--- config.mk ---
export PLATFORM = sky130hd
export DESIGN_NAME = mf3_cfg
export DESIGN_NICKNAME = d
export VERILOG_FILES = /design/src/hw/rtl/median_filter_3x3_stream_core_macros.svh /design/src/hw/rtl/mf3_pkg.sv /design/src/hw/rtl/mf3_cfg.sv
export SDC_FILE = /design/constraint.sdc
export NUM_CORES = 1
export LEC_CHECK = 0
export BUFFER_PORTS_ARGS = -buffer_cell sky130_fd_sc_hd__buf_2
export CELL_PAD_IN_SITES_DETAIL_PLACEMENT = 0
export CELL_PAD_IN_SITES_GLOBAL_PLACEMENT = 1
export CORE_ASPECT_RATIO = 1.25
export CORE_MARGIN = 10
export CORE_UTILIZATION = 29
export CTS_BUF_LIST = sky130_fd_sc_hd__clkbuf_16
export DETAILED_ROUTE_END_ITERATION = 6
export PLACE_DENSITY = 0.87
export SYNTH_ARGS = -nofsm -noshare
export SYNTH_HDL_FRONTEND = slang
export SYNTH_SLANG_ARGS = --single-unit
--- constraint.sdc ---
create_clock -name clk -period 0.9 [get_ports clk]
set_input_delay 0.09 -clock clk [delete_from_list [all_inputs] [get_ports clk]]
set_output_delay 0.09 -clock clk [all_outputs]
set_load 0.05 [all_outputs]
--- src/hw/rtl/median_filter_3x3_stream_core_macros.svh ---
// Assertion macros shared by the median filter RTL.
`ifndef MEDIAN_FILTER_3X3_STREAM_CORE_MACROS_SVH
`define MEDIAN_FILTER_3X3_STREAM_CORE_MACROS_SVH

`ifndef NO_ASSERTIONS

// Same-cycle implication, checked out of reset.
`define MF3_ASSERT_IMP(lbl, clk, rst_n, ante, cons) \
	lbl: assert property (@(posedge clk) disable iff (!rst_n) (ante) |-> (cons)) \
		else $error("mf3 assertion failed");

// Next-cycle implication, checked out of reset.
`define MF3_ASSERT_NXT(lbl, clk, rst_n, ante, cons) \
	lbl: assert property (@(posedge clk) disable iff (!rst_n) (ante) |=> (cons)) \
		else $error("mf3 assertion failed");

`else

`define MF3_ASSERT_IMP(lbl, clk, rst_n, ante, cons)
`define MF3_ASSERT_NXT(lbl, clk, rst_n, ante, cons)

`endif

`endif

--- src/hw/rtl/mf3_pkg.sv ---
// Shared types, constants and compare functions of the 3x3 median filter.
`timescale 1ns / 1ps

package mf3_pkg;

	localparam int MAX_SIZE_DEF = 1024;
	localparam int PIX_W        = 8;
	localparam int SIZE_W       = 11;
	localparam int POS_W        = 10;
	localparam int CFG_DATA_W   = 32;
	localparam int CFG_ADDR_W   = 3;

	localparam logic [SIZE_W-1:0] SIZE_RESET = 11'd10;

	// Register index, taken from address bit 2
	localparam logic REG_IMAGE_SIZE = 1'b0;

	typedef logic [PIX_W-1:0] pix_t;

	// One window column, sorted low to high
	typedef struct packed {
		pix_t hi;
		pix_t md;
		pix_t lo;
	} col_t;

	// Three sorted columns plus position of one interior result
	typedef struct packed {
		col_t             a;
		col_t             b;
		col_t             c;
		logic [POS_W-1:0] row;
		logic [POS_W-1:0] col;
		logic             last;
	} win_item_t;

	function automatic pix_t pmin(input pix_t x, input pix_t y);
		return (x < y) ? x : y;
	endfunction

	function automatic pix_t pmax(input pix_t x, input pix_t y);
		return (x < y) ? y : x;
	endfunction

	// Middle of three values
	function automatic pix_t med3(input pix_t x, input pix_t y, input pix_t z);
		return pmax(pmin(x, y), pmin(pmax(x, y), z));
	endfunction

	// Three compare-exchange steps
	function automatic col_t sort3(input pix_t x, input pix_t y, input pix_t z);
		col_t r;
		pix_t a;
		pix_t b;
		pix_t t;
		a = pmin(x, y);
		b = pmax(x, y);
		t = pmin(b, z);
		r.hi = pmax(b, z);
		r.lo = pmin(a, t);
		r.md = pmax(a, t);
		return r;
	endfunction

	// Bordered index of the last row/column for a written size
	function automatic int unsigned last_index(input logic [SIZE_W-1:0] size,
		input int unsigned max_size);
		int unsigned s;
		s = size;
		if (s < 1) s = 1;
		if (s > max_size) s = max_size;
		return s + 1;
	endfunction

endpackage

--- src/hw/rtl/mf3_cfg.sv ---
// APB register block: image_size and the derived last bordered index.
`timescale 1ns / 1ps

module mf3_cfg #(
	parameter int MAX_SIZE = mf3_pkg::MAX_SIZE_DEF,
	parameter int CW       = $clog2(MAX_SIZE + 2)
) (
	input  logic                             clk,
	input  logic                             arst_n,
	input  logic                             psel,
	input  logic                             penable,
	input  logic                             pwrite,
	input  logic [mf3_pkg::CFG_ADDR_W-1:0]   paddr,
	input  logic [mf3_pkg::CFG_DATA_W-1:0]   pwdata,
	output logic [mf3_pkg::CFG_DATA_W-1:0]   prdata,
	output logic                             pready,
	output logic                             restart,
	output logic [CW-1:0]                    last_idx
);

	logic [mf3_pkg::SIZE_W-1:0] image_size_q;
	logic [CW-1:0]              last_idx_q;
	logic                       wr_hit;

	assign pready = 1'b1;
	assign wr_hit = psel && penable && pwrite && (paddr[2] == mf3_pkg::REG_IMAGE_SIZE);

	// Frame restarts on every size write
	assign restart  = wr_hit;
	assign last_idx = last_idx_q;

	always_ff @(posedge clk or negedge arst_n) begin
		if (!arst_n) begin
			image_size_q <= mf3_pkg::SIZE_RESET;
			last_idx_q   <= CW'(mf3_pkg::last_index(mf3_pkg::SIZE_RESET, MAX_SIZE));
		end else if (wr_hit) begin
			image_size_q <= pwdata[mf3_pkg::SIZE_W-1:0];
			last_idx_q   <= CW'(mf3_pkg::last_index(pwdata[mf3_pkg::SIZE_W-1:0], MAX_SIZE));
		end
	end

	// Read mux
	always_comb begin
		prdata = '0;
		if (paddr[2] == mf3_pkg::REG_IMAGE_SIZE) begin
			prdata = mf3_pkg::CFG_DATA_W'(image_size_q);
		end
	end

endmodule

==> flow_summary.json, run 1 <==
{
  "status": "complete, but fails checks",
  "violations": "negative setup slack",
  "synthCells": 144,
  "wl_per_cell_um": 14.2,
  "dp_hpwl_um": 2870,
  "grt_start_max_net_pins": 23,
  "routed_wl_um": 4090,
  "yosys_warnings": 0,
  "layout_commonest_cell": "buf_4",
  "synth_area_leader_cell": "dfrtp_1",
  "die-height_um": 94.4,
  "path_cells": "buf_2 > nor4_2 > nand3_2 > a21oi_4 > ha_4 > nand4_1 > xnor2_1 > a22o_1",
  "drcViolationCount": 0,
  "diodes": 0,
  "dp.cells": 258,
  "fin_setup_tns_ns": -4.09,
  "layout-drive-gt1-share_pct": 55.4,
  "first_iter_violations": 34,
  "grt_pass1_wl_um": 6230,
  "antenna_found_initial": 0,
  "setup_viol": 23,
  "syn2layout_area_growth_pct": 82.6,
  "cp_max_fo": 5,
  "clkTransAtPathRegs_ns": 0.06,
  "ir_worst_vdd_mv": 0.738,
  "layout.nets": 273,
  "numPortBuffers": 39,
  "synthDistinctLibCells": 28,
  "layout_common_cells": "43 x buf_4, 37 x nand2_1, 23 x buf_6",
  "clk_latency_ns": 0.25,
  "drv_slew": 0,
  "synth_area_mm2": 0.00128,
  "cts_max_level": 1,
  "final_util_pct": 53.8,
  "numClockSinks": 22,
  "die_area_mm2": 0.00750,
  "die_w_um": 79.5,
  "antenna_left": 0,
  "fin_crit_ns": 1.37,
  "row_count": 27,
  "final_area_mm2": 0.00234,
  "cp-end-kind": "register",
  "synth.yosys.seq_area_share_pct": 43.4,
  "finalCritPeriodShare_pct": 152,
  "fillers": 389,
  "grt_pass1_vias": 1317,
  "clk_path_buf_depth": 2,
  "syn_avg_cell_area_um2": 8.91,
  "timing.fmax_mhz": 731,
  "setup_slack_ns": -0.468,
  "final-instance-count-excl-fill": 289,
  "yosysTopAreaCellShare_pct": 33.1,
  "core_mm2": 0.00436,
  "crit_buf_inv": 1,
  "crit_path_top_delay_cell": "nor4_2",
  "leakagePower_nw": 1.16,
  "whs_ns": 0.0488,
  "via_per_inst": 4.17,
  "ys_seq_elements": 22,
  "cpLargestDelayFamily": "simple AND/OR/NAND/NOR gates",
  "start_util_pct": 29.5,
  "hp-class": "in2reg",
  "vias": 1204,
  "power_mw": 4.10,
  "grt_overflow_total": 0,
  "cts_root_buf": "clkbuf_16",
  "cp_data_required_time_ns": 1.04,
  "p_per_area_mw_per_mm2": 1750,
  "place_area_mm2": 0.00174,
  "slowest_delay_ns": 0.28,
  "cts_made_buffers": 3,
  "synthTopCellsByArea": "dfrtp_1 33%, buf_4 13%, nand2_1 11%",
  "cts_tree": "done",
  "worst_setup_path_start_kind": "input pin",
  "pin_count": 85,
  "first_pass_iters": 4,
  "setup.worst_path.class": "in2reg",
  "groute.usage.overall_pct": 10.2,
  "arrival_ns": 1.51,
  "pre_cts_ws_ns": -0.744,
  "max-cap-violations": 0,
  "clock_skew_ns": 0,
  "rsz0062_at_grt": "true",
  "place.gp.congestion": 0.814,
  "final-hold-violation-count": 0
}
-- where the power goes --
| group | leakage (nW) | switching (mW) | internal [mW] |
|---|---|---|---|
| Sequential | 0.267 | 0.114 | 1.20 |
| Clock | 0.0423 | 0.334 | 0.592 |
| Combinational | 0.855 | 1.08 | 0.790 |
| Total | 1.16 | 1.53 | 2.58 |
-- sequential cells by signal, indices dropped and copies added (netlist names) --
signal and count:
last_idx 11, image_size_q 11
-- final timing paths --
| path | from | end | slack (ns) | cells past startpoint |
|---|---|---|---|---|
| setup / recovery | pwdata[4] | last_idx[8] | -0.47 | 8 |
| hold / removal | pwdata[10] | last_idx[5] | 0.05 | 2 |
| setup reg to reg | last_idx[8] | last_idx[8] | 0.04 | 2 |
| hold reg to reg | image_size_q[3] | image_size_q[3] | 0.46 | 2 |
| max in group asynchronous | arst_n | last_idx[7] | 0.21 | 2 |
| min in group asynchronous | arst_n | last_idx[2] | 0.33 | 2 |
-- area by class of cell --
type	count	area (um2)	share of cell area [%]
clock inverter	1	3.75	0.160
multi-input combinational	113	787	33.6
clock buffer	3	75.1	3.20
timing repair buffer	90	837	35.7
sequential	22	558	23.8
tap	58	72.6	3.10
inverter	2	10.0	0.427
-- layer usage --
metal	vias to the layer above	GRT usage (%)	wire, um
met5	-	0	0
met4	0	4.64	38
met3	2	1.62	197
met2	37	20.1	2320
met1	570	10.1	1530
li1	595	-	-
-- Yosys cell counts --
master	instances
a211oi_1	1
a21o_1	1
a21oi_1	3
a22o_1	4
and2_1	1
and4_4	1
and4b_1	1
buf_1	1
buf_2	1
buf_4	23
clkbuf_1	2
conb_1	2
dfrtp_1	17
dfstp_2	5
ha_1	1
inv_1	2
nand2_1	39
nand3_1	4
nand4_1	3
nand4b_4	1
nor2_1	4
nor2b_1	13
nor4_1	2
o21ai_0	2
o31ai_1	1
o31ai_2	1
xnor2_1	5
xor2_1	3
-- what timing repair did --
item                       in CTS  in global routing
setup endpoints to repair      30                 33
hold endpoints to repair       17                  0
hold buffers                    1                  0
buffers inserted               14                 13
pin swaps                       6                  8
gates cloned                    0                  0
resized for setup              61                 28
-- kinds of logic after synthesis --
family / share of synthesized area [%]
compound gates: 7.41
xor+xnor: 5.46
fa+ha+maj: 0.975
buf+inv: 15.3
flops: 43.4
other cells: 0.585
simple gates: 26.9
Note: power is estimated with default switching activity, not from simulation.
==> run 2, diff against run 1 <==
PLACE_DENSITY = default   (was 0.87)
PLACE_DENSITY_LB_ADDON = 0.1   (was default)
RECOVER_POWER = 25   (was default)
==> flow_summary.json, run 2 (same netlist as run 1, synthesis figures left out) <==
{
  "final-hold-violation-count": 0,
  "layout_common_cells": "37 x nand2_1, 32 x buf_4, 22 x conb_1",
  "antenna_left": 0,
  "grt_pass1_vias": 1284,
  "p_per_area_mw_per_mm2": 1890,
  "violations": "negative setup slack",
  "grt_pass1_wl_um": 6340,
  "wl_per_cell_um": 14.5,
  "max-cap-violations": 0,
  "cp_data_required_time_ns": 1.10,
  "via_per_inst": 4.24,
  "timing.fmax_mhz": 789,
  "die_w_um": 79.5,
  "syn2layout_area_growth_pct": 64.8,
  "seqCellArea_um2": 558,
  "leakagePower_nw": 1.04,
  "numClockSinks": 22,
  "numPortBuffers": 39,
  "setup_viol": 23,
  "row_count": 27,
  "fillers": 415,
  "critical_path_depth": 9,
  "final_area_mm2": 0.00212,
  "reg2reg_to": "last_idx[0]",
  "path_cells": "buf_8 > nor4_4 > nand3_2 > a21oi_4 > ha_4 > nand3_1 > xor2_1 > a211oi_1 > a21o_1",
  "finalCritPeriodShare_pct": 141,
  "multi_input_area_um2": 763,
  "clk_latency_ns": 0.25,
  "status": "complete, but fails checks",
  "drv_slew": 0,
  "critPathCapture": "last_idx[4]",
  "groute.usage.overall_pct": 10.8,
  "pin_count": 85,
  "cp-startpoint": "pwdata[7]",
  "crit_buf_inv": 1,
  "setup.worst_path.class": "in2reg",
  "clkTransAtPathRegs_ns": 0.06,
  "core_mm2": 0.00436,
  "rrSetupSlack_ns": -0.02,
  "place.gp.congestion": 0.855,
  "layout-drive-gt1-share_pct": 49.1,
  "cpLargestDelayFamily": "simple AND/OR/NAND/NOR gates",
  "diodes": 0,
  "ir_worst_vdd_mv": 0.685,
  "fin_crit_ns": 1.27,
  "maxSlewHeadroom_pct": 65.9,
  "reg2regPathDepth": 3,
  "cp-end-kind": "register",
  "layout.nets": 254,
  "slowest_delay_ns": 0.27,
  "rsz0062_at_grt": "true",
  "hp-class": "in2reg",
  "cp_max_fo": 5,
  "first_pass_iters": 4,
  "layout_commonest_cell": "nand2_1",
  "setup_slack_ns": -0.368,
  "antenna_found_initial": 0,
  "place_area_mm2": 0.00171,
  "r2r_start": "last_idx[0]",
  "cts_made_buffers": 3,
  "dp_hpwl_um": 3160,
  "drcViolationCount": 0,
  "die_area_mm2": 0.00750,
  "clock_skew_ns": 0,
  "worst_setup_path_start_kind": "input pin",
  "arrival_ns": 1.46,
  "first_iter_violations": 77,
  "cts_tree": "done",
  "final_util_pct": 48.6,
  "grt_overflow_total": 0,
  "clk_path_buf_depth": 2,
  "cts_root_buf": "clkbuf_16",
  "vias": 1145,
  "crit_path_top_delay_cell": "nor4_4",
  "cts_max_level": 1,
  "die-height_um": 94.4,
  "tightest_slew_ns": 0.512,
  "routed_wl_um": 3910,
  "grt_start_max_net_pins": 23,
  "start_util_pct": 29.5
}
## run 2: cell types whose count changed in the layout (fill, tap and decap cells not counted), moves of 2 or more
| cell | before | now |
|---|---|---|
| buf_6 | 23 | 20 |
| buf_12 | 2 | 0 |
| buf_8 | 10 | 7 |
| buf_4 | 43 | 32 |
## run 2: report_power, final
part / switching [mW] / total [mW] / internal (mW)
Sequential: 0.116 / 1.31 / 1.20
Clock: 0.347 / 0.939 / 0.593
Combinational: 1.05 / 1.76 / 0.710
## run 2: tightest hold or removal path, stage by stage
cell and delay (ns):
buf_8 0.08, buf_4 0.12, nand2_1 0.05, nand2_1 0.06
## run 2: worst min path at each step
stage | cells after the start | from | endpoint
4_1_cts | 4 | pwdata[7] | image_size_q[7]
2_1_floorplan | 0 | arst_n | image_size_q[0]
3_5_place_dp | 1 | arst_n | last_idx[5]
5_1_grt | 4 | pwdata[5] | image_size_q[5]
3_3_place_gp | 1 | arst_n | last_idx[2]
6_report | 4 | pwdata[7] | image_size_q[7]
## run 2: area by class of cell
class	instances	share of cell area, %
clock buffer	3	3.55
clock inverter	1	0.177
inverter	2	0.355
multi-input combinational	113	36.1
sequential	22	26.4
tap	58	3.43
timing repair buffer	71	30.0
## run 2: repair_timing
| action | CTS | global route |
|---|---|---|
| buffers inserted | 5 | 6 |
| resized for setup | 63 | 9 |
| endpoints found under the setup margin | 29 | 32 |
| hold endpoints to repair | 17 | 0 |
| pin swaps | 2 | 3 |
| hold buffers | 1 | 0 |
## run 2: routing by layer
layer / vias to the layer above / wire (um) / global-route usage, % / share of wire, %
li1: 559 / - / - / -
met1: 546 / 1550 / 11.0 / 40
met2: 36 / 2040 / 19.6 / 52
met3: 4 / 257 / 3.52 / 6.6
met4: 0 / 62 / 4.94 / 1.6
met5: - / 0 / 0 / 0
## run 2: metrics by stage
step | std cells | setup slack (ns) | total power [mW] | hold WS, ns | setup TNS, ns
floorplan | 164 | -0.479 | 2.40 | -0.206 | -1.93
global placement | 254 | -0.687 | 2.68 | 0.0853 | -4.28
detailed placement | 254 | -0.747 | 2.69 | 0.0901 | -4.66
CTS | 264 | -0.384 | 3.97 | 0.177 | -3.42
global route | 270 | -0.448 | 4.21 | 0.189 | -4.37
finish | 270 | -0.368 | 4.01 | 0.173 | -3.24
