$ cat src/hw/rtl/median_filter_3x3_stream_core_macros.svh
// Assertion macros shared by the median filter RTL.
`ifndef MEDIAN_FILTER_3X3_STREAM_CORE_MACROS_SVH
`define MEDIAN_FILTER_3X3_STREAM_CORE_MACROS_SVH

`ifndef NO_ASSERTIONS

// Same-cycle implication, checked out of reset.
`define MF3_ASSERT_IMP(lbl, clk, rst_n, ante, cons) \
	lbl: assert property (@(posedge clk) disable iff (!rst_n) (ante) |-> (cons)) \
		else $error("mf3 assertion failed");

// Next-cycle implication, checked out of reset.
`define MF3_ASSERT_NXT(lbl, clk, rst_n, ante, cons) \
	lbl: assert property (@(posedge clk) disable iff (!rst_n) (ante) |=> (cons)) \
		else $error("mf3 assertion failed");

`else

`define MF3_ASSERT_IMP(lbl, clk, rst_n, ante, cons)
`define MF3_ASSERT_NXT(lbl, clk, rst_n, ante, cons)

`endif

`endif

$ cat src/hw/rtl/mf3_pkg.sv
// Shared types, constants and compare functions of the 3x3 median filter.
`timescale 1ns / 1ps

package mf3_pkg;

	localparam int MAX_SIZE_DEF = 1024;
	localparam int PIX_W        = 8;
	localparam int SIZE_W       = 11;
	localparam int POS_W        = 10;
	localparam int CFG_DATA_W   = 32;
	localparam int CFG_ADDR_W   = 3;

	localparam logic [SIZE_W-1:0] SIZE_RESET = 11'd10;

	// Register index, taken from address bit 2
	localparam logic REG_IMAGE_SIZE = 1'b0;

	typedef logic [PIX_W-1:0] pix_t;

	// One window column, sorted low to high
	typedef struct packed {
		pix_t hi;
		pix_t md;
		pix_t lo;
	} col_t;

	// Three sorted columns plus position of one interior result
	typedef struct packed {
		col_t             a;
		col_t             b;
		col_t             c;
		logic [POS_W-1:0] row;
		logic [POS_W-1:0] col;
		logic             last;
	} win_item_t;

	function automatic pix_t pmin(input pix_t x, input pix_t y);
		return (x < y) ? x : y;
	endfunction

	function automatic pix_t pmax(input pix_t x, input pix_t y);
		return (x < y) ? y : x;
	endfunction

	// Middle of three values
	function automatic pix_t med3(input pix_t x, input pix_t y, input pix_t z);
		return pmax(pmin(x, y), pmin(pmax(x, y), z));
	endfunction

	// Three compare-exchange steps
	function automatic col_t sort3(input pix_t x, input pix_t y, input pix_t z);
		col_t r;
		pix_t a;
		pix_t b;
		pix_t t;
		a = pmin(x, y);
		b = pmax(x, y);
		t = pmin(b, z);
		r.hi = pmax(b, z);
		r.lo = pmin(a, t);
		r.md = pmax(a, t);
		return r;
	endfunction

	// Bordered index of the last row/column for a written size
	function automatic int unsigned last_index(input logic [SIZE_W-1:0] size,
		input int unsigned max_size);
		int unsigned s;
		s = size;
		if (s < 1) s = 1;
		if (s > max_size) s = max_size;
		return s + 1;
	endfunction

endpackage

$ cat src/hw/rtl/mf3_median.sv
// Median of three sorted columns and the output register of the stream.
`timescale 1ns / 1ps

`include "median_filter_3x3_stream_core_macros.svh"

module mf3_median (
	input  logic               clk,
	input  logic               arst_n,
	input  logic               in_valid,
	input  mf3_pkg::win_item_t in_item,
	output logic               in_ready,
	output logic               m_tvalid,
	input  logic               m_tready,
	output logic [31:0]        m_tdata,  // median_value[7:0], out_row[17:8], out_col[27:18]
	output logic               m_tlast
);

	mf3_pkg::pix_t              lo_max;
	mf3_pkg::pix_t              md_med;
	mf3_pkg::pix_t              hi_min;
	mf3_pkg::pix_t              med;
	logic                       out_valid_q;
	mf3_pkg::pix_t              med_q;
	logic [mf3_pkg::POS_W-1:0]  row_q;
	logic [mf3_pkg::POS_W-1:0]  col_q;
	logic                       last_q;

	// Median of nine from sorted columns: med3(max of lows, med of mids, min of highs)
	always_comb begin
		lo_max = mf3_pkg::pmax(mf3_pkg::pmax(in_item.a.lo, in_item.b.lo), in_item.c.lo);
		md_med = mf3_pkg::med3(in_item.a.md, in_item.b.md, in_item.c.md);
		hi_min = mf3_pkg::pmin(mf3_pkg::pmin(in_item.a.hi, in_item.b.hi), in_item.c.hi);
		med    = mf3_pkg::med3(lo_max, md_med, hi_min);
	end

	assign in_ready = !out_valid_q || m_tready;

	// Output register
	always_ff @(posedge clk or negedge arst_n) begin
		if (!arst_n) begin
			out_valid_q <= 1'b0;
		end else if (in_ready) begin
			out_valid_q <= in_valid;
		end
	end

	always_ff @(posedge clk) begin
		if (in_ready && in_valid) begin
			med_q  <= med;
			row_q  <= in_item.row;
			col_q  <= in_item.col;
			last_q <= in_item.last;
		end
	end

	assign m_tvalid = out_valid_q;
	assign m_tdata  = {4'b0, col_q, row_q, med_q};
	assign m_tlast  = last_q;

	// The final result of a frame sits on the diagonal
	`MF3_ASSERT_IMP(a_last_diag, clk, arst_n, out_valid_q && last_q, row_q == col_q)
	// An item that is not taken stays in the output register
	`MF3_ASSERT_NXT(a_out_hold, clk, arst_n, out_valid_q && !m_tready, out_valid_q)

endmodule

$ cat config.mk
export PLATFORM = sky130hd
export DESIGN_NAME = mf3_median
export DESIGN_NICKNAME = d
export VERILOG_FILES = /design/src/hw/rtl/mf3_pkg.sv /design/src/hw/rtl/mf3_median.sv
export VERILOG_INCLUDE_DIRS = /design/src /design/src/hw/rtl
export SDC_FILE = /design/constraint.sdc
export NUM_CORES = 1
export LEC_CHECK = 0
export BUFFER_PORTS_ARGS = -buffer_cell sky130_fd_sc_hd__buf_2
export CAP_MARGIN = 15
export CORE_MARGIN = 4
export CORE_UTILIZATION = 57
export DETAILED_ROUTE_END_ITERATION = 8
export PLACE_DENSITY = 0.93
export SETUP_SLACK_MARGIN = 0.3
export SYNTH_ARGS = -nofsm -noshare
export SYNTH_HDL_FRONTEND = slang
export SYNTH_SLANG_ARGS = --single-unit
$ cat constraint.sdc
create_clock -name clk -period 3.42 [get_ports clk]
set_clock_uncertainty 0.1 [all_clocks]
set_input_delay 0.684 -clock clk [delete_from_list [all_inputs] [get_ports clk]]
set_output_delay 0.684 -clock clk [all_outputs]
set_load 0.03 [all_outputs]
==> flow_metrics.env, run 1 <==
export IMPL_cts_resized=67
export IMPL_post_cts_buffers=29
export IMPL_error="[ERROR DPL-0033] detailed placement checks failed during check placement."
export IMPL_synth_area_um2=4180
export IMPL_placed_cells_incl_taps=843
export IMPL_synth_ff_type="edfxtp_1"
export IMPL_ios=132
export IMPL_synth_mux_area_share_pct=13.8
export IMPL_h_tree_depth=2
export IMPL_rows=30
export IMPL_die_h_um=93.7
export IMPL_synth_compound_area_share_pct=21.6
export IMPL_avgSynthCellArea_um2=8.86
export IMPL_cts_buffer_depth=2
export IMPL_synth_edf_count=29
export IMPL_clock_sinks=30
export IMPL_synth_top_family_by_area="adder cells"
export IMPL_synth_area_leaders="edfxtp_1 21%, ha_1 20%, mux2i_1 8.9%"
export IMPL_syn_inst=472
export IMPL_cts_buffers=5
export IMPL_ys_warn_count=0
export IMPL_seq_area_frac_synth_pct=21.4
export IMPL_die_x_um=93.7
export IMPL_synthAdderAreaFrac_pct=22.1
export IMPL_ys_types=62
export IMPL_place_gp_congestion=0.961
export IMPL_synth_top_cell_area_share_pct=20.8
export IMPL_place_ws_ns=-7.41
export IMPL_lastStage="4_1_cts"
export IMPL_place_detailed_hpwl_um=13300
export IMPL_outcome="aborted with a tool error"
export IMPL_initial_utilization_pct=60.2
export IMPL_yosys_area_share_simple_pct=13.1
export IMPL_synth_seq_cells=30
export IMPL_synth_top_cell_by_area="edfxtp_1"
export IMPL_synth_async_reset_ratio_pct=3.33
export IMPL_synth_xor_area_share_pct=0
export IMPL_io_buffer_count=127
export IMPL_hold_buffers=0
export IMPL_root_buffer="clkbuf_8"
logic make-up after synthesis:
group,Yosys count
multiplexers,54
AO/OA/AOI/OAI,132
other,1
flip-flops,30
adder cells (fa/ha/maj),75
AND/OR/NAND/NOR,107
buffers and inverters,73
per-stage QoR:
step                utilization (%)  TNS [ns]  cell area, um^2  hold slack (ns)
floorplan                         -    -51.74             4400            0.288
global placement               89.2    -51.81             6200            0.359
detailed placement             89.2    -58.88             6200            0.362
Yosys cell counts, types with 5 or more instances:
| cell | instances |
|---|---|
| ha_1 | 67 |
| inv_1 | 57 |
| mux2i_1 | 37 |
| nor2_1 | 35 |
| a21oi_1 | 33 |
| edfxtp_1 | 29 |
| o21ai_0 | 28 |
| nand2_1 | 26 |
| mux2_2 | 13 |
| a21o_1 | 10 |
| o21a_1 | 9 |
| a21oi_2 | 8 |
| nand2b_1 | 7 |
| nand4_1 | 7 |
| a22oi_1 | 6 |
| nand3_1 | 6 |
| a211oi_1 | 5 |
| buf_4 | 5 |
| buf_6 | 5 |
| clkbuf_1 | 5 |
| maj3_2 | 5 |
| nor2b_1 | 5 |
==> inputs of run 2 (changes only) <==
--- a/config.mk
+++ b/config.mk
@@ -9,10 +9,9 @@
 export BUFFER_PORTS_ARGS = -buffer_cell sky130_fd_sc_hd__buf_2
 export CAP_MARGIN = 15
 export CORE_MARGIN = 4
-export CORE_UTILIZATION = 57
+export CORE_UTILIZATION = 40
 export DETAILED_ROUTE_END_ITERATION = 8
-export PLACE_DENSITY = 0.93
-export SETUP_SLACK_MARGIN = 0.3
+export PLACE_DENSITY_LB_ADDON = 0.15
 export SYNTH_ARGS = -nofsm -noshare
 export SYNTH_HDL_FRONTEND = slang
 export SYNTH_SLANG_ARGS = --single-unit
==> flow_metrics.env, run 2 <==
export IMPL_ys_warn_count=0
export IMPL_dieArea_um2=12200
export IMPL_worstPathArrival_ns=10.00
export IMPL_syn_inst=472
export IMPL_cp_end_kind="register"
export IMPL_relSlewSlack_pct=61.5
export IMPL_grt_pass1_vias=5059
export IMPL_clk_latency_ns=0.27
export IMPL_avgSynthCellArea_um2=8.86
export IMPL_critPathMaxStageDelay_ns=0.38
export IMPL_grt_pass1_wl_um=22700
export IMPL_crit_reg2reg_launch="m_tvalid"
export IMPL_drt_initial_drc_count=238
export IMPL_r2r_end="m_tlast"
export IMPL_timing_final_crit_share_pct=295
export IMPL_root_buffer="clkbuf_8"
export IMPL_r2r_slack_ns=2.04
export IMPL_synth_area_leaders="edfxtp_1 21%, ha_1 20%, mux2i_1 8.9%"
export IMPL_finalSetupViolCount=8
export IMPL_synth_edf_count=29
export IMPL_power_density_nw_per_um2=949
export IMPL_yosysMostFrequentCell="ha_1"
export IMPL_violations="setup timing"
export IMPL_synthTopCellsByCount="67 x ha_1, 57 x inv_1, 37 x mux2i_1"
export IMPL_drive_gt1_share_pct=58.6
export IMPL_synthToLayoutAreaGrowth_pct=74.9
export IMPL_drc=0
export IMPL_gr_total_overflow=0
export IMPL_setup_tns_final_ns=-52.83
export IMPL_final_common_cell="buf_4"
export IMPL_synth_top_cell_by_area="edfxtp_1"
export IMPL_rows=37
export IMPL_detailroute_via_count=5094
export IMPL_slowest_stage="or3_4"
export IMPL_vdd_drop_max_mv=0.700
export IMPL_critPathLaunch="in_item[54]"
export IMPL_synth_ff_type="edfxtp_1"
export IMPL_holdWs_ns=0.0765
export IMPL_antenna_found_initial=0
export IMPL_max_freq_mhz=99.2
export IMPL_p_leak_nw=3.71
export IMPL_drt_antenna_violating_nets=0
export IMPL_crit_path_max_fanout=7
export IMPL_synth_async_reset_ratio_pct=3.33
export IMPL_via_per_inst=5.24
export IMPL_place_detailed_hpwl_um=10700
export IMPL_critPathKind="in2reg"
export IMPL_fill_cells=740
export IMPL_hold_buffers=0
export IMPL_outcome="finished with violations"
export IMPL_cts_tree="yes"
export IMPL_r2r_cells=3
export IMPL_dr_pass1_iters=5
export IMPL_seq_area_frac_synth_pct=21.4
export IMPL_reg_top3="col_q: 10 flops, row_q: 10 flops, med_q: 8 flops"
export IMPL_clk_pin_slew_ns=0.06
export IMPL_drv_slew=0
export IMPL_multi_input_area_um2=3420
export IMPL_ios=132
export IMPL_cp_required_ns=3.34
export IMPL_die_h_um=110
export IMPL_n_antenna_cell=0
export IMPL_synth_seq_cells=30
export IMPL_place_gp_congestion=0.873
export IMPL_min_period_ns=10.08
export IMPL_placedInstanceArea_um2=6300
export IMPL_cts_buffer_depth=2
export IMPL_synth_area_um2=4180
export IMPL_min_path_type="in2async"
export IMPL_seq_area_um2=896
export IMPL_ys_types=62
export IMPL_initial_utilization_pct=40.9
export IMPL_maxCapViolCount=0
export IMPL_grt_max_degree=30
export IMPL_setup_slack_ns=-6.66
export IMPL_h_tree_depth=2
export IMPL_rsz0062_at_grt="true"
export IMPL_grt_total_usage_pct=23.1
export IMPL_io_buffer_count=127
export IMPL_layout_common_cells="232 x buf_4, 126 x buf_2, 56 x ha_1"
export IMPL_clock_sinks=30
export IMPL_drt_wl_total_um=15300
export IMPL_wire_per_inst_um=15.7
export IMPL_final_area_um2=7310
export IMPL_worstMarginPinSlew_ns=0.572
export IMPL_core_area_um2=10200
export IMPL_synth_top_cell_area_share_pct=20.8
export IMPL_worstSetupStartpointType="primary input"
export IMPL_cts_buffers=5
export IMPL_die_x_um=110
export IMPL_hold_viol=0
export IMPL_nNetsFinal=999
## run 2: what timing repair did
| item | 4_1_cts | 5_1_grt |
|---|---|---|
| pin swaps | 37 | 22 |
| endpoints found under the hold margin | 0 | 0 |
| cloned | 3 | 0 |
| buffers inserted | 59 | 14 |
| endpoints found under the setup margin | 8 | 8 |
| resized for setup | 41 | 31 |
## run 2: report_power, final
group | switching, W | internal [W]
Combinational | 0.00283 | 0.00325
Clock | 0.000117 | 0.000139
Sequential | 0.0000162 | 0.000586
Total | 0.00297 | 0.00397
## run 2: area by class of cell
type,count,share of cell area [%]
multi-input cells,373,46.7
repair buffers,368,34.5
flip-flops and latches,30,12.2
inverters,57,3.03
well taps,136,2.33
clock buffers,6,0.992
clock inverters,2,0.120
## run 2: kinds of logic (layout without fill, tap and decap cells)
logic type,Yosys count,after routing,share of synthesized area [%]
AOI/OAI and AO/OA,132,133,21.6
and+or+nand+nor,107,107,13.1
adders and majority gates,75,75,22.1
buffers and inverters,73,433,7.90
muxes,54,54,13.8
DFF,30,30,21.4
other,1,4,0.0897
## run 2: stage by stage
step	power, W	utilization [%]	worst slack [ns]	std cells
after floorplan	0.00364	-	-6.51	475
final	0.00694	71.5	-6.66	972
after detailed placement	0.00511	61.6	-6.93	888
after global routing	0.00741	71.5	-7.00	972
after CTS	0.00636	69.1	-6.25	958
after global placement	0.00497	61.6	-6.70	888
## run 2: worst max-delay path by stage
stage	to	cells past startpoint
after floorplan	med_q[0]	54
after global placement	med_q[4]	50
after detailed placement	med_q[4]	51
after CTS	med_q[0]	51
after global routing	med_q[0]	53
final	med_q[0]	51
## run 2: critical path, delay by kind of cell
kind,cells,cell delay (ns)
AOI/OAI and AO/OA,25,4.42
adders and majority gates,6,1.62
and+or+nand+nor,9,1.42
muxes,4,0.93
buffers and inverters,7,0.92
## run 2: per-layer routing
layer	share of wire, %	routed length [um]	up-vias	track usage, %
met2	49	7540	238	42.7
li1	-	-	2460	-
met4	3.5	538	0	8.71
met3	6.9	1050	55	2.68
met5	0	0	-	0
met1	40	6120	2341	27.3
No activity file was read; power rests on OpenSTA's default activity.
==> inputs of run 3 (changes only) <==
--- a/config.mk
+++ b/config.mk
@@ -6,6 +6,7 @@
 export SDC_FILE = /design/constraint.sdc
 export NUM_CORES = 1
 export LEC_CHECK = 0
+export ABC_AREA = 1
 export BUFFER_PORTS_ARGS = -buffer_cell sky130_fd_sc_hd__buf_2
 export CAP_MARGIN = 15
 export CORE_MARGIN = 4
==> flow_metrics.env, run 3 <==
export IMPL_outcome="finished with violations"
export IMPL_violations="setup timing"
export IMPL_synth_area_leaders="edfxtp_1 23%, ha_1 22%, nand2_1 15%"
export IMPL_antenna_found_initial=0
export IMPL_ys_warn_count=0
export IMPL_setup_slack_ns=-4.34
export IMPL_detailroute_via_count=5017
export IMPL_layout_common_cells="189 x buf_4, 120 x buf_2, 118 x nand2_1"
export IMPL_use_met2_pct=43.2
export IMPL_grt_pass1_wl_um=20300
export IMPL_ys_types=26
export IMPL_power_share_sequential_pct=8.7
export IMPL_cp_end_kind="register"
export IMPL_clk_latency_ns=0.27
export IMPL_timing_final_crit_share_pct=227
export IMPL_drt_initial_drc_count=210
export IMPL_max_freq_mhz=129
export IMPL_die_h_um=105
export IMPL_p_int_w=0.00348
export IMPL_rsz0062_at_grt="true"
export IMPL_cts_buffers=5
export IMPL_worstPathArrival_ns=7.68
export IMPL_cts_tree="yes"
export IMPL_synth_async_reset_ratio_pct=3.33
export IMPL_drc=0
export IMPL_maxCapViolCount=0
export IMPL_drv_slew=0
export IMPL_root_buffer="clkbuf_8"
export IMPL_utilization_pct=77.6
export IMPL_drt_wl_total_um=15100
export IMPL_gr_usage_met3_pct=2.45
export IMPL_r2r_cells=2
export IMPL_synth_area_um2=3800
export IMPL_synth_seq_cells=30
export IMPL_power_density_nw_per_um2=942
export IMPL_vdd_drop_max_mv=0.788
export IMPL_io_buffer_count=127
export IMPL_yosysMostFrequentCell="nand2_1"
export IMPL_cp_required_ns=3.34
export IMPL_p_sw_share_pct=48.4
export IMPL_multi_input_area_um2=3350
export IMPL_worstMarginPinSlew_ns=0.806
export IMPL_synth_edf_count=29
export IMPL_finalSetupViolCount=8
export IMPL_relSlewSlack_pct=45.7
export IMPL_grt_max_degree=30
export IMPL_final_common_cell="buf_4"
export IMPL_reg_top3="col_q: 10 flops, row_q: 10 flops, med_q: 8 flops"
export IMPL_slowest_stage="a211oi_4"
export IMPL_place_gp_congestion=0.794
export IMPL_critPathMaxStageDelay_ns=0.40
export IMPL_via_per_inst=4.94
export IMPL_grt_busiest_layer="met2"
export IMPL_die_x_um=105
export IMPL_n_antenna_cell=0
export IMPL_h_tree_depth=2
export IMPL_clk_pin_slew_ns=0.06
export IMPL_seq_area_um2=896
export IMPL_seq_area_frac_synth_pct=23.6
export IMPL_fill_cells=604
export IMPL_initial_utilization_pct=41.1
export IMPL_gr_total_overflow=0
export IMPL_grt_pass1_vias=4788
export IMPL_worstSetupStartpointType="primary input"
export IMPL_critPathKind="in2reg"
export IMPL_synthToLayoutAreaGrowth_pct=88.7
export IMPL_drive_gt1_share_pct=54.8
export IMPL_min_path_type="in2async"
export IMPL_p_leak_nw=3.78
export IMPL_crit_reg2reg_launch="m_tvalid"
export IMPL_hold_buffers=0
export IMPL_final_area_um2=7170
export IMPL_avgSynthCellArea_um2=6.78
export IMPL_place_detailed_hpwl_um=9220
export IMPL_crit_path_max_fanout=8
export IMPL_grt_use_met1_pct=23.6
export IMPL_rows=35
export IMPL_r2r_slack_ns=2.08
export IMPL_hold_viol=0
export IMPL_nNetsFinal=1050
export IMPL_drt_antenna_violating_nets=0
export IMPL_dieArea_um2=11100
export IMPL_synth_top_cell_area_share_pct=22.9
export IMPL_syn_inst=560
export IMPL_cts_buffer_depth=2
export IMPL_grt_total_usage_pct=21.3
export IMPL_comb_power_share_pct=87.1
export IMPL_min_period_ns=7.76
export IMPL_r2r_end="col_q[6]"
export IMPL_dr_pass1_iters=5
export IMPL_netSwitchingPower_w=0.00327
export IMPL_core_area_um2=9240
export IMPL_synth_ff_type="edfxtp_1"
export IMPL_synth_top_cell_by_area="edfxtp_1"
export IMPL_wire_per_inst_um=14.8
export IMPL_clock_power_share_pct=4.2
export IMPL_synthTopCellsByCount="156 x nand2_1, 91 x inv_1, 67 x ha_1"
export IMPL_clock_sinks=30
export IMPL_ios=132
export IMPL_placedInstanceArea_um2=5810
run 3: how the worst max path moves through the flow:
stage / to / startpoint / cells after the start
after floorplan: med_q[2] / in_item[82] / 50
after global placement: med_q[2] / in_item[58] / 44
after detailed placement: med_q[0] / in_item[58] / 42
after CTS: med_q[3] / in_item[56] / 48
after global routing: med_q[3] / in_item[84] / 48
final: med_q[2] / in_item[58] / 49
run 3: area by class of cell:
type / count / area share (%)
inverters: 95 / 5.39
flip-flops and latches: 30 / 12.5
clock buffers: 8 / 1.26
repair buffers: 328 / 31.7
well taps: 129 / 2.25
repair inverters: 1 / 0.105
multi-input cells: 425 / 46.8
run 3: power groups by stage:
stage	registers (W)	logic, W	clock network [W]
global placement	0.000595	0.00353	0
CTS	0.000589	0.00448	0.000284
detailed placement	0.000596	0.00366	0
global route	0.000595	0.00629	0.000307
floorplan	0.000736	0.00215	0
finish	0.000589	0.00588	0.000285
run 3: kinds of logic after synthesis:
kind of cell	after synthesis	share of synthesized area (%)
compound gates	120	17.1
fa+ha+maj	67	22.1
buf+inv	111	11.5
flops	30	23.6
other cells	1	0.0987
simple gates	231	25.7
run 3: worst max-delay path, delay by kind of cell:
family / cells / cell delay (ns)
AOI/OAI and AO/OA: 12 / 2.20
adders and majority gates: 6 / 1.39
and+or+nand+nor: 22 / 2.09
buffers and inverters: 9 / 1.29
run 3: per-layer routing:
layer | part of all wire [%] | vias to the layer above | routed length (um)
met5 | 0 | - | 0
met4 | 4.9 | 0 | 731
met3 | 4.3 | 70 | 651
met2 | 54 | 171 | 8140
met1 | 37 | 2286 | 5530
li1 | - | 2490 | -
run 3: metrics by stage:
step	total power [W]	setup TNS [ns]	setup WS [ns]	instances	hold WS, ns
global route	0.00719	-36.69	-4.59	1016	0.0620
global placement	0.00412	-33.97	-4.25	954	0.360
floorplan	0.00289	-35.03	-4.38	563	0.288
CTS	0.00536	-28.33	-3.55	1003	0.0729
detailed placement	0.00426	-35.73	-4.47	954	0.361
finish	0.00675	-34.62	-4.34	1016	0.0758
run 3: timing repair:
item,CTS,global route
gates resized for setup,82,114
pin swaps,39,42
endpoints found under the setup margin,8,8
setup buffers,35,14
cloned,6,0
==> inputs of run 4 (changes only) <==
--- a/config.mk
+++ b/config.mk
@@ -10,9 +10,11 @@
 export BUFFER_PORTS_ARGS = -buffer_cell sky130_fd_sc_hd__buf_2
 export CAP_MARGIN = 15
 export CORE_MARGIN = 4
-export CORE_UTILIZATION = 40
+export CORE_UTILIZATION = 45
 export DETAILED_ROUTE_END_ITERATION = 8
 export PLACE_DENSITY_LB_ADDON = 0.15
+export RECOVER_POWER = 25
+export SLEW_MARGIN = 20
 export SYNTH_ARGS = -nofsm -noshare
 export SYNTH_HDL_FRONTEND = slang
 export SYNTH_SLANG_ARGS = --single-unit
==> flow_metrics.env, run 4 (same netlist as run 3, synthesis figures left out) <==
export IMPL_drt_wl_total_um=15200
export IMPL_rsz0062_at_grt="true"
export IMPL_final_common_cell="buf_4"
export IMPL_worstMarginPinSlew_ns=0.611
export IMPL_drt_initial_drc_count=249
export IMPL_r2r_end="col_q[0]"
export IMPL_via_per_inst=5.24
export IMPL_cp_required_ns=3.36
export IMPL_cts_buffers=5
export IMPL_fill_cells=494
export IMPL_place_gp_congestion=0.887
export IMPL_hold_viol=0
export IMPL_die_h_um=99.9
export IMPL_place_ws_ns=-4.58
export IMPL_gr_total_overflow=0
export IMPL_critPathKind="in2reg"
export IMPL_crit_reg2reg_launch="m_tvalid"
export IMPL_h_tree_depth=2
export IMPL_maxCapViolCount=0
export IMPL_rows=33
export IMPL_power_density_nw_per_um2=987
export IMPL_timing_final_crit_share_pct=220
export IMPL_cp_end_kind="register"
export IMPL_p_leak_nw=3.66
export IMPL_io_buffer_count=127
export IMPL_grt_pass1_vias=5134
export IMPL_fin_total_pwr_w=0.00677
export IMPL_slowest_stage="ha_1"
export IMPL_cpMostUsedCell="nand2_4"
export IMPL_placed_cells_incl_taps=920
export IMPL_reg_top3="col_q: 10 flops, row_q: 10 flops, med_q: 8 flops"
export IMPL_stdcell_count=980
export IMPL_vdd_drop_max_mv=0.645
export IMPL_dieArea_um2=9980
export IMPL_root_buffer="clkbuf_8"
export IMPL_outcome="finished with violations"
export IMPL_utilization_pct=83.4
export IMPL_drv_slew=0
export IMPL_setup_slack_ns=-4.11
export IMPL_grt_total_usage_pct=26.8
export IMPL_cts_tree="yes"
export IMPL_initial_utilization_pct=46.2
export IMPL_die_x_um=99.9
export IMPL_ios=132
export IMPL_clock_sinks=30
export IMPL_crit_path_max_fanout=8
export IMPL_n_antenna_cell=0
export IMPL_min_path_type="in2async"
export IMPL_min_period_ns=7.53
export IMPL_dr_pass1_iters=4
export IMPL_max_freq_mhz=133
export IMPL_grt_max_degree=30
export IMPL_place_detailed_hpwl_um=9230
export IMPL_antenna_found_initial=0
export IMPL_violations="setup timing"
export IMPL_relSlewSlack_pct=58.8
export IMPL_detailroute_via_count=5137
export IMPL_core_area_um2=8220
export IMPL_clk_latency_ns=0.28
export IMPL_synthToLayoutAreaGrowth_pct=80.4
export IMPL_wire_per_inst_um=15.5
export IMPL_critPathLaunch="in_item[58]"
export IMPL_layout_common_cells="181 x buf_4, 123 x nand2_1, 119 x buf_2"
export IMPL_hold_buffers=0
export IMPL_r2r_cells=2
export IMPL_critPathMaxStageDelay_ns=0.35
export IMPL_cts_buffer_depth=2
export IMPL_clk_pin_slew_ns=0.07
export IMPL_worstPathArrival_ns=7.46
export IMPL_r2r_slack_ns=2.04
export IMPL_finalSetupViolCount=8
export IMPL_grt_pass1_wl_um=22000
export IMPL_drt_antenna_violating_nets=0
export IMPL_worstSetupStartpointType="primary input"
export IMPL_drive_gt1_share_pct=53.3
export IMPL_setup_tns_final_ns=-32.68
export IMPL_nNetsFinal=1038
export IMPL_drc=0
[run 4: cell type report]
type / count / area, um^2 / share of cell area (%)
Clock buffer: 5 / 68.8 / 1.00
Clock inverter: 3 / 16.3 / 0.237
Inverter: 95 / 384 / 5.61
Multi-Input combinational cell: 426 / 3210 / 46.9
Sequential cell: 30 / 896 / 13.1
Tap cell: 105 / 131 / 1.92
Timing Repair Buffer: 315 / 2140 / 31.2
Timing Repair inverter: 1 / 7.51 / 0.110
[run 4: metrics by stage]
step	cell area (um^2)	hold WS, ns
after floorplan	3990	0.288
after global placement	5700	0.358
after detailed placement	5700	0.364
after CTS	6520	0.0637
after global routing	6850	0.0519
final	6850	0.0611
[run 4: critical path: cells and delay by family]
kind / cells / cell delay (ns)
and+or+nand+nor: 23 / 2.14
adders and majority gates: 6 / 1.62
buffers and inverters: 7 / 0.80
AOI/OAI and AO/OA: 12 / 2.17
[run 4: worst max-delay path by stage]
stage	endpoint	slack (ns)	cells past startpoint
after global placement	med_q[2]	-4.29	46
after global routing	med_q[0]	-4.33	50
after floorplan	med_q[2]	-4.38	50
after detailed placement	med_q[6]	-4.58	46
final	med_q[0]	-4.11	48
after CTS	med_q[6]	-3.34	51
[run 4: timing repair]
item                       CTS  global route
setup buffers               39             9
hold endpoints to repair     0             0
setup endpoints to repair    8             8
pin swaps                   62            23
cloned                       6             0
resized for setup          118            50
[run 4: where the power goes]
group	leakage, nW	internal (W)	switching (W)
Sequential	0.287	0.000574	0.0000172
Combinational	3.33	0.00274	0.00316
Clock	0.0416	0.000139	0.000135
Total	3.66	0.00346	0.00331
[run 4: metal layers]
metal | routed length [um] | part of all wire, % | vias to the layer above | track usage [%]
li1 | - | - | 2470 | -
met1 | 5310 | 35 | 2367 | 27.7
met2 | 8170 | 54 | 214 | 52.2
met3 | 870 | 5.7 | 86 | 4.52
met4 | 866 | 5.7 | 0 | 12.0
met5 | 0 | 0 | - | 0
